===== src/hw/rtl/wwrc_pkg.sv =====
// ----------------------------------------------------------------------------
// wwrc_pkg: shared constants for the windowed weighted RMS comfort meter
// Field widths, derived datapath widths and configuration register indexes.
// ----------------------------------------------------------------------------
package wwrc_pkg;

    // Sample format and window limits
    localparam int SAMPLE_BITS = 16;
    localparam int MAX_WINDOW  = 64;
    localparam int CNT_W       = $clog2(MAX_WINDOW + 1);
    localparam int LEN_W       = 7;
    localparam int WEIGHT_W    = 16;
    localparam int OUT_W       = 16;
    localparam int WIN_W       = 32;
    localparam int CT_W        = 48;
    localparam int NLANE       = 4;

    // Digit-serial squaring and weighting: 4-bit digits
    localparam int DIG_LOG     = 2;
    localparam int DIG_W       = 1 << DIG_LOG;
    localparam int N_DIG       = SAMPLE_BITS / DIG_W;
    localparam int DIGC_W      = $clog2(N_DIG);

    // Sums of squares (Q16.16) and the weighted total (Q16.32)
    localparam int SUM_W       = 37;
    localparam int PAIR_W      = SUM_W + 1;
    localparam int TOT_W       = PAIR_W + WEIGHT_W + 1;

    // Shared divider: dividend wide enough for the weighted total
    localparam int DIV_W       = TOT_W;
    localparam int DVS_W       = WIN_W;

    // Square root: radicand padded to an even width
    localparam int ROOT_W      = (DIV_W + 1) / 2;
    localparam int RAD_W       = 2 * ROOT_W;
    localparam int RND_SH      = 8;

    // Configuration port
    localparam int CFG_IDX_W   = 2;
    localparam int CFG_DATA_W  = 16;
    localparam logic [CFG_IDX_W-1:0] CFG_ENABLE        = 2'd0;
    localparam logic [CFG_IDX_W-1:0] CFG_WINDOW_LENGTH = 2'd1;
    localparam logic [CFG_IDX_W-1:0] CFG_MOTION_WEIGHT = 2'd2;

    // Reset values of the configuration registers
    localparam logic                RST_ENABLE        = 1'b1;
    localparam logic [LEN_W-1:0]    RST_WINDOW_LENGTH = 7'd20;
    localparam logic [WEIGHT_W-1:0] RST_MOTION_WEIGHT = 16'd28547;

    typedef logic [SAMPLE_BITS-1:0] sample_t;

endpackage


===== src/hw/rtl/wwrc_serial_div.sv =====
// ----------------------------------------------------------------------------
// wwrc_serial_div: restoring divider, one quotient bit per cycle
// Latches dividend and divisor on start, pulses done after DIV_W steps and
// holds the quotient until the next start.
// ----------------------------------------------------------------------------
module wwrc_serial_div import wwrc_pkg::*; (
    input  logic             aclk,
    input  logic             aresetn,
    input  logic             start,
    input  logic [DIV_W-1:0] dividend,
    input  logic [DVS_W-1:0] divisor,
    output logic             done,
    output logic [DIV_W-1:0] quotient
);

    localparam int STEP_W = $clog2(DIV_W);

    logic              busy_reg, busy_next;
    logic              done_reg, done_next;
    logic [STEP_W-1:0] step_reg, step_next;
    logic [DVS_W-1:0]  rem_reg, rem_next;
    logic [DIV_W-1:0]  dvd_reg, dvd_next;
    logic [DVS_W-1:0]  dvs_reg, dvs_next;
    logic [DVS_W:0]    rem_sh;
    logic [DVS_W:0]    diff;
    logic              ge;

    // One trial subtraction per cycle
    always_comb begin
        rem_sh    = {rem_reg, dvd_reg[DIV_W-1]};
        diff      = rem_sh - {1'b0, dvs_reg};
        ge        = rem_sh >= {1'b0, dvs_reg};
        busy_next = busy_reg;
        done_next = 1'b0;
        step_next = step_reg;
        rem_next  = rem_reg;
        dvd_next  = dvd_reg;
        dvs_next  = dvs_reg;
        if (start) begin
            busy_next = 1'b1;
            step_next = '0;
            rem_next  = '0;
            dvd_next  = dividend;
            dvs_next  = divisor;
        end else if (busy_reg) begin
            rem_next  = ge ? diff[DVS_W-1:0] : rem_sh[DVS_W-1:0];
            dvd_next  = {dvd_reg[DIV_W-2:0], ge};
            step_next = step_reg + 1'b1;
            if (step_reg == STEP_W'(DIV_W - 1)) begin
                busy_next = 1'b0;
                done_next = 1'b1;
            end
        end
    end

    always_ff @(posedge aclk) begin
        if (!aresetn) begin
            busy_reg <= 1'b0;
            done_reg <= 1'b0;
            step_reg <= '0;
        end else begin
            busy_reg <= busy_next;
            done_reg <= done_next;
            step_reg <= step_next;
        end
    end

    always_ff @(posedge aclk) begin
        rem_reg <= rem_next;
        dvd_reg <= dvd_next;
        dvs_reg <= dvs_next;
    end

    assign done     = done_reg;
    assign quotient = dvd_reg;

endmodule


===== src/hw/rtl/wwrc_serial_sqrt.sv =====
// ----------------------------------------------------------------------------
// wwrc_serial_sqrt: truncating integer square root, one root bit per cycle
// Consumes two radicand bits a step; pulses done after ROOT_W steps and
// holds the root until the next start.
// ----------------------------------------------------------------------------
module wwrc_serial_sqrt import wwrc_pkg::*; (
    input  logic              aclk,
    input  logic              aresetn,
    input  logic              start,
    input  logic [RAD_W-1:0]  radicand,
    output logic              done,
    output logic [ROOT_W-1:0] root
);

    localparam int STEP_W = $clog2(ROOT_W);
    localparam int REM_W  = ROOT_W + 2;

    logic              busy_reg, busy_next;
    logic              done_reg, done_next;
    logic [STEP_W-1:0] step_reg, step_next;
    logic [REM_W-1:0]  rem_reg, rem_next;
    logic [RAD_W-1:0]  rad_reg, rad_next;
    logic [ROOT_W-1:0] root_reg, root_next;
    logic [REM_W+1:0]  rem_sh;
    logic [REM_W+1:0]  trial;
    logic [REM_W+1:0]  diff;
    logic              ge;

    // Trial subtract of 4*root+1 against the shifted remainder
    always_comb begin
        rem_sh    = {rem_reg, rad_reg[RAD_W-1 -: 2]};
        trial     = (REM_W + 2)'({root_reg, 2'b01});
        diff      = rem_sh - trial;
        ge        = rem_sh >= trial;
        busy_next = busy_reg;
        done_next = 1'b0;
        step_next = step_reg;
        rem_next  = rem_reg;
        rad_next  = rad_reg;
        root_next = root_reg;
        if (start) begin
            busy_next = 1'b1;
            step_next = '0;
            rem_next  = '0;
            rad_next  = radicand;
            root_next = '0;
        end else if (busy_reg) begin
            rem_next  = ge ? diff[REM_W-1:0] : rem_sh[REM_W-1:0];
            rad_next  = {rad_reg[RAD_W-3:0], 2'b00};
            root_next = {root_reg[ROOT_W-2:0], ge};
            step_next = step_reg + 1'b1;
            if (step_reg == STEP_W'(ROOT_W - 1)) begin
                busy_next = 1'b0;
                done_next = 1'b1;
            end
        end
    end

    always_ff @(posedge aclk) begin
        if (!aresetn) begin
            busy_reg <= 1'b0;
            done_reg <= 1'b0;
            step_reg <= '0;
        end else begin
            busy_reg <= busy_next;
            done_reg <= done_next;
            step_reg <= step_next;
        end
    end

    always_ff @(posedge aclk) begin
        rem_reg  <= rem_next;
        rad_reg  <= rad_next;
        root_reg <= root_next;
    end

    assign done = done_reg;
    assign root = root_reg;

endmodule


===== src/hw/rtl/windowed_weighted_rms_comfort.sv =====
// A sample that does not close a window is accepted, then holds s_ready low through the
//   four 4-bit digit steps of the squaring lanes; a disabled sample is dropped in idle.
// A window-closing sample also holds the input through the weight multiply, the mean
//   square divide on the shared bit-serial divider, the root, rounding and the mean
//   divide, until its word is registered; a stalled word delays s_ready.
// Reset (aresetn low, synchronous) clears sums, counters and output valid and
//   restores enable=1, window_length=20, motion_weight=28547.
// ----------------------------------------------------------------------------
// windowed_weighted_rms_comfort: windowed weighted RMS ride-comfort meter
// Accumulates squares of four motion channels; at each window close emits the
// window's comfort value, the running mean and the window count.
// ----------------------------------------------------------------------------
module windowed_weighted_rms_comfort import wwrc_pkg::*; (
    input  logic                  aclk,
    input  logic                  aresetn,
    // configuration
    input  logic                  cfg_wr_en,
    input  logic [CFG_IDX_W-1:0]  cfg_index,
    input  logic [CFG_DATA_W-1:0] cfg_data,
    // sample input
    input  logic                  s_valid,
    output logic                  s_ready,
    input  logic signed [SAMPLE_BITS-1:0] s_lateral_accel,
    input  logic signed [SAMPLE_BITS-1:0] s_longitudinal_accel,
    input  logic signed [SAMPLE_BITS-1:0] s_longitudinal_jerk,
    input  logic signed [SAMPLE_BITS-1:0] s_yaw_rate,
    // result output
    output logic                  m_valid,
    input  logic                  m_ready,
    output logic [OUT_W-1:0]      m_mean_comfort,
    output logic [OUT_W-1:0]      m_window_comfort,
    output logic [WIN_W-1:0]      m_window_number
);

    localparam logic [3:0] ST_IDLE     = 4'd0;
    localparam logic [3:0] ST_SQUARE   = 4'd1;
    localparam logic [3:0] ST_PREP     = 4'd2;
    localparam logic [3:0] ST_WEIGHT   = 4'd3;
    localparam logic [3:0] ST_MSQ_GO   = 4'd4;
    localparam logic [3:0] ST_MSQ_DIV  = 4'd5;
    localparam logic [3:0] ST_ROOT     = 4'd6;
    localparam logic [3:0] ST_ACCUM    = 4'd7;
    localparam logic [3:0] ST_MEAN_GO  = 4'd8;
    localparam logic [3:0] ST_MEAN_DIV = 4'd9;
    localparam logic [3:0] ST_OUTPUT   = 4'd10;

    localparam int PROD_W  = SAMPLE_BITS + DIG_W;
    localparam int WPROD_W = PAIR_W + DIG_W;
    localparam int DSH_W   = DIGC_W + DIG_LOG;

    // Two's complement magnitude; the most negative code maps to 2^(n-1)
    function automatic sample_t magnitude(input sample_t v);
        magnitude = v[SAMPLE_BITS-1] ? (~v + 1'b1) : v;
    endfunction

    logic [3:0]          state_reg, state_next;
    logic [DIGC_W-1:0]   dig_reg, dig_next;
    logic                enable_reg, enable_next;
    logic [LEN_W-1:0]    wlen_reg, wlen_next;
    logic [WEIGHT_W-1:0] weight_reg, weight_next;
    logic [CNT_W-1:0]    count_reg, count_next;
    sample_t             mag_reg [NLANE];
    sample_t             mag_next [NLANE];
    logic [SUM_W-1:0]    sum_reg [NLANE];
    logic [SUM_W-1:0]    sum_next [NLANE];
    logic [PAIR_W-1:0]   jy_reg, jy_next;
    logic [TOT_W-1:0]    acc_reg, acc_next;
    logic [OUT_W-1:0]    wval_reg, wval_next;
    logic [WIN_W-1:0]    wc_reg, wc_next;
    logic [CT_W-1:0]     total_reg, total_next;
    logic                m_valid_reg, m_valid_next;
    logic [OUT_W-1:0]    m_mean_reg, m_mean_next;
    logic [OUT_W-1:0]    m_wcomf_reg, m_wcomf_next;
    logic [WIN_W-1:0]    m_wnum_reg, m_wnum_next;

    logic [DSH_W-1:0]    dig_sh;
    logic [PROD_W-1:0]   lane_prod [NLANE];
    logic [SUM_W-1:0]    lane_add [NLANE];
    logic [WPROD_W-1:0]  wprod;
    logic [TOT_W-1:0]    acc_add;
    logic [PAIR_W-1:0]   pair_ll;
    logic [CNT_W-1:0]    len_clamp;
    logic [ROOT_W:0]     root_rnd;
    logic [CT_W:0]       total_sum;
    logic [CT_W:0]       mean_dvd;
    logic                out_free;
    logic [CT_W-1:0]     total_upd;
    logic [WIN_W-1:0]    wc_upd;
    logic                upd_en;

    logic                div_start, div_done;
    logic [DIV_W-1:0]    div_dividend, div_quot;
    logic [DVS_W-1:0]    div_divisor;
    logic                sqrt_start, sqrt_done;
    logic [ROOT_W-1:0]   sqrt_root;

    // Window length clamped to 1..MAX_WINDOW
    always_comb begin
        if (wlen_reg == '0) begin
            len_clamp = CNT_W'(1);
        end else if (wlen_reg > MAX_WINDOW) begin
            len_clamp = CNT_W'(MAX_WINDOW);
        end else begin
            len_clamp = CNT_W'(wlen_reg);
        end
    end

    // Digit-serial lanes: each step adds mag * digit, shifted into place
    always_comb begin
        dig_sh = {dig_reg, {DIG_LOG{1'b0}}};
        for (int i = 0; i < NLANE; i++) begin
            lane_prod[i] = mag_reg[i] * mag_reg[i][dig_sh +: DIG_W];
            lane_add[i]  = SUM_W'(lane_prod[i]) << dig_sh;
        end
        wprod   = jy_reg * weight_reg[dig_sh +: DIG_W];
        acc_add = TOT_W'(wprod) << dig_sh;
        pair_ll = {1'b0, sum_reg[0]} + {1'b0, sum_reg[1]};
    end

    // Total and window count update in the cycle after the window value
    always_comb begin
        upd_en    = (state_reg == ST_MEAN_GO);
        total_upd = total_sum[CT_W] ? '1 : total_sum[CT_W-1:0];
        wc_upd    = (&wc_reg) ? wc_reg : wc_reg + 1'b1;
    end

    // Rounding of the root to Q8.8 and the running totals
    always_comb begin
        root_rnd  = {1'b0, sqrt_root} + (ROOT_W + 1)'(1 << (RND_SH - 1));
        total_sum = {1'b0, total_reg} + (CT_W + 1)'(wval_reg);
        mean_dvd  = {1'b0, total_upd} + (CT_W + 1)'(wc_upd >> 1);
    end

    // Shared divider and root unit hookup; the mean divide takes the
    // updated total and count in the same cycle they are registered
    always_comb begin
        div_start  = (state_reg == ST_MSQ_GO) || (state_reg == ST_MEAN_GO);
        sqrt_start = (state_reg == ST_MSQ_DIV) && div_done;
        if (state_reg == ST_MSQ_GO) begin
            div_dividend = acc_reg;
            div_divisor  = DVS_W'(len_clamp);
        end else begin
            div_dividend = DIV_W'(mean_dvd);
            div_divisor  = wc_upd;
        end
    end

    wwrc_serial_div u_div (
        .aclk     (aclk),
        .aresetn  (aresetn),
        .start    (div_start),
        .dividend (div_dividend),
        .divisor  (div_divisor),
        .done     (div_done),
        .quotient (div_quot)
    );

    wwrc_serial_sqrt u_sqrt (
        .aclk     (aclk),
        .aresetn  (aresetn),
        .start    (sqrt_start),
        .radicand (RAD_W'(div_quot)),
        .done     (sqrt_done),
        .root     (sqrt_root)
    );

    assign s_ready  = (state_reg == ST_IDLE);
    assign out_free = !m_valid_reg || m_ready;

    // Control sequencer and datapath next state
    always_comb begin
        state_next   = state_reg;
        dig_next     = dig_reg;
        count_next   = count_reg;
        mag_next     = mag_reg;
        sum_next     = sum_reg;
        jy_next      = jy_reg;
        acc_next     = acc_reg;
        wval_next    = wval_reg;
        wc_next      = wc_reg;
        total_next   = total_reg;
        m_valid_next = m_valid_reg && !m_ready;
        m_mean_next  = m_mean_reg;
        m_wcomf_next = m_wcomf_reg;
        m_wnum_next  = m_wnum_reg;

        unique case (state_reg)
            ST_IDLE: begin
                if (s_valid && enable_reg) begin
                    mag_next[0] = magnitude(s_lateral_accel);
                    mag_next[1] = magnitude(s_longitudinal_accel);
                    mag_next[2] = magnitude(s_longitudinal_jerk);
                    mag_next[3] = magnitude(s_yaw_rate);
                    count_next  = count_reg + 1'b1;
                    dig_next    = '0;
                    state_next  = ST_SQUARE;
                end
            end
            ST_SQUARE: begin
                for (int i = 0; i < NLANE; i++) begin
                    sum_next[i] = sum_reg[i] + lane_add[i];
                end
                dig_next = dig_reg + 1'b1;
                if (dig_reg == DIGC_W'(N_DIG - 1)) begin
                    state_next = (count_reg >= len_clamp) ? ST_PREP : ST_IDLE;
                end
            end
            ST_PREP: begin
                // lat and long squares carry weight one: align to Q16.32
                acc_next   = TOT_W'(pair_ll) << WEIGHT_W;
                jy_next    = {1'b0, sum_reg[2]} + {1'b0, sum_reg[3]};
                for (int i = 0; i < NLANE; i++) begin
                    sum_next[i] = '0;
                end
                count_next = '0;
                dig_next   = '0;
                state_next = ST_WEIGHT;
            end
            ST_WEIGHT: begin
                acc_next = acc_reg + acc_add;
                dig_next = dig_reg + 1'b1;
                if (dig_reg == DIGC_W'(N_DIG - 1)) begin
                    state_next = ST_MSQ_GO;
                end
            end
            ST_MSQ_GO: begin
                state_next = ST_MSQ_DIV;
            end
            ST_MSQ_DIV: begin
                if (div_done) begin
                    state_next = ST_ROOT;
                end
            end
            ST_ROOT: begin
                if (sqrt_done) begin
                    state_next = ST_ACCUM;
                end
            end
            ST_ACCUM: begin
                // window value saturates, counter sticks at full scale
                if (root_rnd[ROOT_W:RND_SH + OUT_W] != '0) begin
                    wval_next = '1;
                end else begin
                    wval_next = root_rnd[RND_SH +: OUT_W];
                end
                state_next = ST_MEAN_GO;
            end
            ST_MEAN_GO: begin
                // total and count are registered here; divider starts on the new values
                state_next = ST_MEAN_DIV;
            end
            ST_MEAN_DIV: begin
                if (div_done) begin
                    state_next = ST_OUTPUT;
                end
            end
            ST_OUTPUT: begin
                if (out_free) begin
                    m_valid_next = 1'b1;
                    m_wcomf_next = wval_reg;
                    m_wnum_next  = wc_reg;
                    if (div_quot[DIV_W-1:OUT_W] != '0) begin
                        m_mean_next = '1;
                    end else begin
                        m_mean_next = div_quot[OUT_W-1:0];
                    end
                    state_next = ST_IDLE;
                end
            end
            default: begin
                state_next = ST_IDLE;
            end
        endcase
    end

    // Configuration writes
    always_comb begin
        enable_next = enable_reg;
        wlen_next   = wlen_reg;
        weight_next = weight_reg;
        if (cfg_wr_en) begin
            unique case (cfg_index)
                CFG_ENABLE:        enable_next = cfg_data[0];
                CFG_WINDOW_LENGTH: wlen_next   = cfg_data[LEN_W-1:0];
                CFG_MOTION_WEIGHT: weight_next = cfg_data[WEIGHT_W-1:0];
                default: begin
                end
            endcase
        end
    end

    always_ff @(posedge aclk) begin
        if (!aresetn) begin
            state_reg   <= ST_IDLE;
            dig_reg     <= '0;
            enable_reg  <= RST_ENABLE;
            wlen_reg    <= RST_WINDOW_LENGTH;
            weight_reg  <= RST_MOTION_WEIGHT;
            count_reg   <= '0;
            for (int i = 0; i < NLANE; i++) begin
                sum_reg[i] <= '0;
            end
            wc_reg      <= '0;
            total_reg   <= '0;
            m_valid_reg <= 1'b0;
        end else begin
            state_reg   <= state_next;
            dig_reg     <= dig_next;
            enable_reg  <= enable_next;
            wlen_reg    <= wlen_next;
            weight_reg  <= weight_next;
            count_reg   <= count_next;
            sum_reg     <= sum_next;
            m_valid_reg <= m_valid_next;
            if (upd_en) begin
                wc_reg    <= wc_upd;
                total_reg <= total_upd;
            end else begin
                wc_reg    <= wc_next;
                total_reg <= total_next;
            end
        end
    end

    // Payload registers
    always_ff @(posedge aclk) begin
        mag_reg     <= mag_next;
        jy_reg      <= jy_next;
        acc_reg     <= acc_next;
        wval_reg    <= wval_next;
        m_mean_reg  <= m_mean_next;
        m_wcomf_reg <= m_wcomf_next;
        m_wnum_reg  <= m_wnum_next;
    end

    assign m_valid          = m_valid_reg;
    assign m_mean_comfort   = m_mean_reg;
    assign m_window_comfort = m_wcomf_reg;
    assign m_window_number  = m_wnum_reg;

endmodule


===== config.mk =====
export PLATFORM = sky130hd
export DESIGN_NAME = windowed_weighted_rms_comfort
export DESIGN_NICKNAME = d
export VERILOG_FILES = /design/src/hw/rtl/wwrc_pkg.sv /design/src/hw/rtl/wwrc_serial_div.sv /design/src/hw/rtl/wwrc_serial_sqrt.sv /design/src/hw/rtl/windowed_weighted_rms_comfort.sv
export SDC_FILE = /design/constraint.sdc
export NUM_CORES = 2
export LEC_CHECK = 0
export BUFFER_PORTS_ARGS = -buffer_cell sky130_fd_sc_hd__buf_4
export CAP_MARGIN = 10
export CELL_PAD_IN_SITES_DETAIL_PLACEMENT = 1
export CELL_PAD_IN_SITES_GLOBAL_PLACEMENT = 2
export CORE_MARGIN = 3
export CORE_UTILIZATION = 40
export DETAILED_ROUTE_END_ITERATION = 10
export PLACE_DENSITY = 0.91
export SLEW_MARGIN = 20
export SYNTH_ARGS = -nofsm -noshare
export SYNTH_HDL_FRONTEND = slang
export SYNTH_SLANG_ARGS = --single-unit

===== constraint.sdc =====
create_clock -name aclk -period 9 [get_ports aclk]
set_clock_uncertainty 0.1 [all_clocks]
set_input_delay 1.8 -clock aclk [delete_from_list [all_inputs] [get_ports aclk]]
set_output_delay 1.8 -clock aclk [all_outputs]
set_load 0.1 [all_outputs]

; Word-level counts from Yosys, hierarchy flattened
; Index checks and enable logic that the tools add are counted.
[classes]
addsub = 21
multipliers = 5
magnitude_cmp = 4
n_eq_ne = 22
shift = 10
mux = 41
n_bitwise = 7
reduce_logical = 32
[op_table]
columns = operator, n
row1 = one-hot mux 148 bit (2 select lines), 1
row2 = 2-to-1 mux 55 bit, 5
row3 = adder 37 bit, 4
row4 = left shift 20 x 4 -> 37 bit, 4
row5 = one-hot mux 55 bit (2 select lines), 1
row6 = multiplier 16 x 4 -> 20 bit, 4
row7 = indexed part select 16 x 5 -> 4 bit, 5
row8 = adder 37 x 37 -> 38 bit, 2
row9 = adder 16 x 1 -> 16 bit (second input constant), 4
row10 = 2-to-1 mux 32 bit, 2
row11 = NOT 16 bit, 4
row12 = 2-to-1 mux 15 bit, 4
row13 = adder 55 bit, 1
row14 = left shift 42 x 4 -> 55 bit, 1
row15 = adder 48 x 16 -> 49 bit, 1
row16 = adder 48 x 31 -> 49 bit, 1
row17 = 2-to-1 mux 48 bit, 1
row18 = one-hot mux 4 bit (11 select lines), 1
row19 = multiplier 38 x 4 -> 42 bit, 1
row20 = nonzero test 39 bit, 1
row21 = >= comparator 33 x 32 -> 1 bit, 1
row22 = adder 32 x 1 -> 32 bit (second input constant), 1
row23 = >= comparator 32 x 30 -> 1 bit, 1
row24 = AND reduction 32 bit, 1
row25 = 40 further kinds, 90
[word_totals]
ff_bits = 751
in_bits = 87
output_inout_bits = 66
wordCells = 183

; Longest topological paths before layout
[logic_depth]
word_depth = 7
mapped_depth = 34
ltp_nobuf = 30

; Hierarchy
; Synthesis repeated with hierarchy kept, for this count alone.
[unflattened]
hier_cells = 7674
area_unflattened_um2 = 65461.5
[by_module_without_submodules]
columns = mod, n_inst, cells_per_inst, area_per_inst_um2, seq_area_each_um2
row1 = windowed_weighted_rms_comfort, 1, 6350, 51753.4, 12441.9
row2 = wwrc_serial_div, 1, 659, 6920.4, 3413.3
row3 = wwrc_serial_sqrt, 1, 665, 6787.8, 2982.9

; Worst setup path before layout
; Ideal clock, no wire load.
[synth_timing]
kind = input -> register
start = input s_valid
end = register count_reg[5]
setup_time_ns = 0.072
arrival_time_ns = 7.813
t_required_ns = 8.828
setup_slack_ns = 1.015
stages = 5
path_buffers = 0
cell_sequence = nand2_1 nor3_1 nand4_1 or3_1 a21oi_1
[synth_via]
elab_chain_len = 3
[synth_rtl]
columns = element, line_no
row1 = from (decl), windowed_weighted_rms_comfort.sv:21  ; input logic s_valid,
row2 = logical AND 1 bit, windowed_weighted_rms_comfort.sv:189  ; if (s_valid && enable_reg) begin
row3 = inequality test 2 x 1 -> 1 bit (no line), n/a
row4 = AND reduction 2 bit (no line), n/a
row5 = to (signal assigned), windowed_weighted_rms_comfort.sv:312  ; count_reg <= count_next;
row6 = to (decl), windowed_weighted_rms_comfort.sv:61  ; logic [CNT_W-1:0] count_reg, count_next;
; Every way passes these cells.
; A chain may end at the register's enable or synchronous reset.

; Worst setup path in the final report
[layout_timing]
start = register dig_reg[0]
end = register acc_reg[42], data pin
[layout_via]
elab_chain_len = 5
[layout_rtl]
columns = element, line_no
row1 = from (decl), windowed_weighted_rms_comfort.sv:57  ; logic [DIGC_W-1:0] dig_reg, dig_next;
row2 = from (signal assigned), windowed_weighted_rms_comfort.sv:308  ; dig_reg <= dig_next;
row3 = indexed part select 16 x 5 -> 4 bit, windowed_weighted_rms_comfort.sv:115  ; wprod = jy_reg * weight_reg[dig_sh +: DIG_W];
row4 = multiplier 38 x 4 -> 42 bit, windowed_weighted_rms_comfort.sv:115
row5 = left shift 42 x 4 -> 55 bit (*), windowed_weighted_rms_comfort.sv:116  ; acc_add = TOT_W'(wprod) << dig_sh;
row6 = adder 55 bit (*), windowed_weighted_rms_comfort.sv:220  ; acc_next = acc_reg + acc_add;
row7 = one-hot mux 55 bit (2 select lines) (*), windowed_weighted_rms_comfort.sv:187  ; unique case (state_reg)
row8 = net acc_next[42], windowed_weighted_rms_comfort.sv:67  ; logic [TOT_W-1:0] acc_reg, acc_next;
row9 = to (signal assigned), windowed_weighted_rms_comfort.sv:329  ; acc_reg <= acc_next;
row10 = to (decl), windowed_weighted_rms_comfort.sv:67
; The timed path passes the listed nets; every way through them passes the cells marked *.

==> run metrics <==
run status finished clean; floorplan core area 159000 um^2; number of placed instances with taps included 9722; sequential cell area in the final layout about 19000 um^2; Worst Tran Pin Value approximately 1.2 ns; clock slew seen by the registers of the worst setup and hold paths about 0.06 ns; worst slew margin relative to its limit a little under 20%; die height around 410 um; average via count per standard cell approximately 5.7; standby leakage power roughly 31 nW; Crit-path slowest cell sky130_fd_sc_hd__mux4_2; wire length after detailed routing around 210 mm; met1 global-route usage 30.8%; Detail Route Antenna Nets 0; Min Clock Period, post-route 8.52 ns; top achievable clock speed 117 MHz; leading cell types by total area after synthesis sky130_fd_sc_hd__edfxtp_1 18%, sky130_fd_sc_hd__dfxtp_1 12%, sky130_fd_sc_hd__ha_1 10%; RePlAce Congestion around 0.91; Hold Path Cell Cnt 2; fraction of synthesized cell area in xor and xnor cells between 7 and 8%; capture endpoint of the worst hold path weight_reg[3]; hold path startpoint weight_reg[3]; layer carrying the most global-route usage met2; number of pins with negative max-slew slack in the final report 0; crit path launch type register; reg2reg start dig_reg[0]; async set-reset flop share out of synthesis 0%; number of synthesized flops with an enable pin between 300 and 400; number of warning messages in the yosys log 0; layout overhead on the synthesized area 10.6%; via count of the first global-routing pass approximately 58000; dominant delay contributor by cell family on the critical path compound AO/OA/AOI/OAI gates; number of buffers and inverters on the critical path 3; H-tree depth reported by CTS 3; portion of the post-synthesis area used by sequential elements 29.2%; most used standard cells in the synthesized netlist 927 x sky130_fd_sc_hd__nand2_1, 720 x sky130_fd_sc_hd__nor2_1, 525 x sky130_fd_sc_hd__ha_1; net switching share of the total power between 40 and 50%; Int Power about 11 mW; share of synthesized area spent on multiplexers 3.70%; max FFs per register ~150; Filler Cells Inserted around 19000; summed instance area of the synthesized netlist 64500 um^2; switching pwr a little under 9 mW; share of the synthesized area in the top cell type between 10% and 20%; number of top-level pins approximately 150; area share of and/or/nand/nor cells after synthesis slightly above 20%; drt first pass iters 6; initial antenna violation count 4; Setup Crit Path Kind register to register; clock insertion delay at the later pin of the skew report around 0.74 ns; layout cells sized above 1 about 7%; cell taking the most area after synthesis sky130_fd_sc_hd__edfxtp_1; minimum hold slack 0.366 ns; global-route met2 utilization about two fifths; first-iteration detailed-routing DRC count approximately 3200; main combinational cell family by area after synthesis simple AND/OR/NAND/NOR gates; fraction of power consumed by sequential logic a little over a fifth; worst setup slack after layout roughly 0.48 ns; HPWL after detailed placement roughly 160 mm; CTS Buf Count a little over 90; effective utilization at floorplan between 40% and 50%; Avg Synthesized Cell Area between 8 and 9 um^2; terminus of the critical flop-to-flop path acc_reg[42]; # DRC 0; net count of the mapped netlist between 8000 and 9000; path type of the worst min-delay path register to register; Remaining Overflow, GRT 0; full die area between 150000 and 200000 um^2; synthesized instance count between 7000 and 8000; final setup fails 0; complex-gate fraction of the synthesized area 19.0%; Worst Setup End Kind register; count of port buffers added during placement roughly 150; unique cell type count in the Yosys netlist 107; synthesized flop and latch total ~750; Multi-input gate area 43000 um^2; share of synthesized cell area in full adder, half adder and majority cells between 10% and 20%; global routing usage on met3 2.71%; Req. time, crit path 9.35 ns; data arrival time of the critical path 8.87 ns; Max Root-Sink Buffers 3; global-route wire length before repair about 320 mm; total power divided by cell area about 270 nW/um^2; clock network power share 20.5%; TritonCTS clock tree yes; worst reg2reg setup slack ~0.48 ns; Final Instance Count excl. Fillers approximately 9900; total negative slack 0 ns; library cell with the highest instance count after synthesis sky130_fd_sc_hd__nand2_1; delay contributed by the slowest stage of the critical path between 0.5 and 0.6 ns; global routing usage summed across all routing layers approximately a quarter; net count reported at finish about 8500; maximum capacitance violations 0; Fin. Hold Viols 0; Clock Sinks roughly 750; number of core rows about 150; largest net degree at the start of global routing 82; peak supply drop around 0.17 mV; root buf cell sky130_fd_sc_hd__clkbuf_16; maximum fanout encountered on the critical timing path 35; fraction of power consumed by combinational cells 57.7%; worst slack after detailed placement a little under 0.3 ns; Avg WL per Cell 20.8 um; path depth of the worst reg2reg path 31; ratio of final minimum period to clock period approximately 95%; via count 56400; Top FF cell, synth sky130_fd_sc_hd__edfxtp_1; die span in x 408 um
[worst max path at each step]
stage,slack [ns],end,cells after the start,start
2_1_floorplan,1.01,count_reg[5],5,s_valid
3_3_place_gp,0.53,acc_reg[42],31,dig_reg[0]
3_5_place_dp,0.29,acc_reg[42],31,dig_reg[0]
4_1_cts,0.22,acc_reg[42],31,dig_reg[0]
5_1_grt,-0.03,sum_reg[32],30,dig_reg[0]
6_report,0.48,acc_reg[42],31,dig_reg[0]
[layout make-up]
type	count	area share (%)
inverters	509	2.69
well taps	2146	3.76
clock inverters	52	0.859
repair buffers	225	2.40
multi-input cells	6104	60.3
flip-flops and latches	751	26.4
diodes	2	0.00702
clock buffers	121	3.61
[worst register-to-register path, delay by kind of cell (launching register included)]
kind | cells | cell delay [ns]
compound gates | 15 | 3.47
xor+xnor | 2 | 0.31
fa+ha+maj | 4 | 1.75
buf+inv | 3 | 0.36
flops | 1 | 0.41
mux | 2 | 0.86
simple gates | 5 | 1.01
[logic make-up (layout without fill, tap and decap cells)]
logic type      count (synthesis)  count (layout)
buf+inv                       789             907
xor+xnor                      527             527
mux                           210             210
fa+ha+maj                     719             719
simple gates                 2762            2762
other cells                     0               2
compound gates               1886            1886
flops                         751             751
[layer usage]
metal | up-vias | share of wire [%]
li1 | 27100 | -
met1 | 28100 | 45
met2 | 1034 | 48
met3 | 278 | 3.6
met4 | 0 | 3.1
met5 | - | 0
[metrics by stage]
step	util [%]	cell area, um^2	total power, mW
3_3_place_gp	42.6	67900	14.9
5_1_grt	44.8	71300	20.8
3_5_place_dp	42.6	67900	15.2
6_report	44.8	71300	19.4
4_1_cts	44.6	71100	19.3
2_1_floorplan	-	64500	12.3
[repair_timing]
action | 4_1_cts | 5_1_grt
hold buffers | 0 | 0
setup endpoints to repair | 0 | 25
setup buffers | 0 | 13
resized for setup | 0 | 28
[power by group through the flow]
stage / logic [mW] / registers [mW] / clock network [mW]
3_5_place_dp: 10.9 / 4.30 / 0
3_3_place_gp: 10.6 / 4.28 / 0
4_1_cts: 11.0 / 4.22 / 4.06
2_1_floorplan: 8.22 / 4.13 / 0
6_report: 11.2 / 4.23 / 3.97
5_1_grt: 12.4 / 4.26 / 4.18
[cell usage in the layout, fill, tap and decap left out, types with 18 or more instances in the layout]
master / n
sky130_fd_sc_hd__nand2_1: 923
sky130_fd_sc_hd__nor2_1: 713
sky130_fd_sc_hd__nand3_1: 161
sky130_fd_sc_hd__a22oi_1: 92
sky130_fd_sc_hd__buf_4: 223
sky130_fd_sc_hd__nand2b_1: 96
sky130_fd_sc_hd__clkbuf_16: 97
sky130_fd_sc_hd__o211ai_1: 28
sky130_fd_sc_hd__ha_1: 525
sky130_fd_sc_hd__o31ai_1: 49
sky130_fd_sc_hd__nor2b_1: 71
sky130_fd_sc_hd__o21ai_0: 394
sky130_fd_sc_hd__fa_1: 194
sky130_fd_sc_hd__mux2_2: 19
sky130_fd_sc_hd__a211oi_1: 79
sky130_fd_sc_hd__o21a_1: 99
sky130_fd_sc_hd__a21oi_1: 515
sky130_fd_sc_hd__clkbuf_1: 18
sky130_fd_sc_hd__and3_1: 81
sky130_fd_sc_hd__edfxtp_1: 379
sky130_fd_sc_hd__o21bai_1: 53
sky130_fd_sc_hd__o22ai_1: 36
sky130_fd_sc_hd__xor2_1: 204
sky130_fd_sc_hd__nor3_1: 119
sky130_fd_sc_hd__nor4_1: 23
sky130_fd_sc_hd__inv_1: 502
sky130_fd_sc_hd__and2_1: 324
sky130_fd_sc_hd__mux2i_1: 170
sky130_fd_sc_hd__xnor2_1: 321
sky130_fd_sc_hd__a31oi_1: 56
sky130_fd_sc_hd__a21o_1: 209
sky130_fd_sc_hd__or2_2: 25
sky130_fd_sc_hd__or3_1: 60
sky130_fd_sc_hd__nand4_1: 68
sky130_fd_sc_hd__mux4_2: 21
sky130_fd_sc_hd__dfxtp_1: 369
sky130_fd_sc_hd__a211o_1: 24
sky130_fd_sc_hd__a311oi_1: 28
No activity file was read; power rests on OpenSTA's default activity.
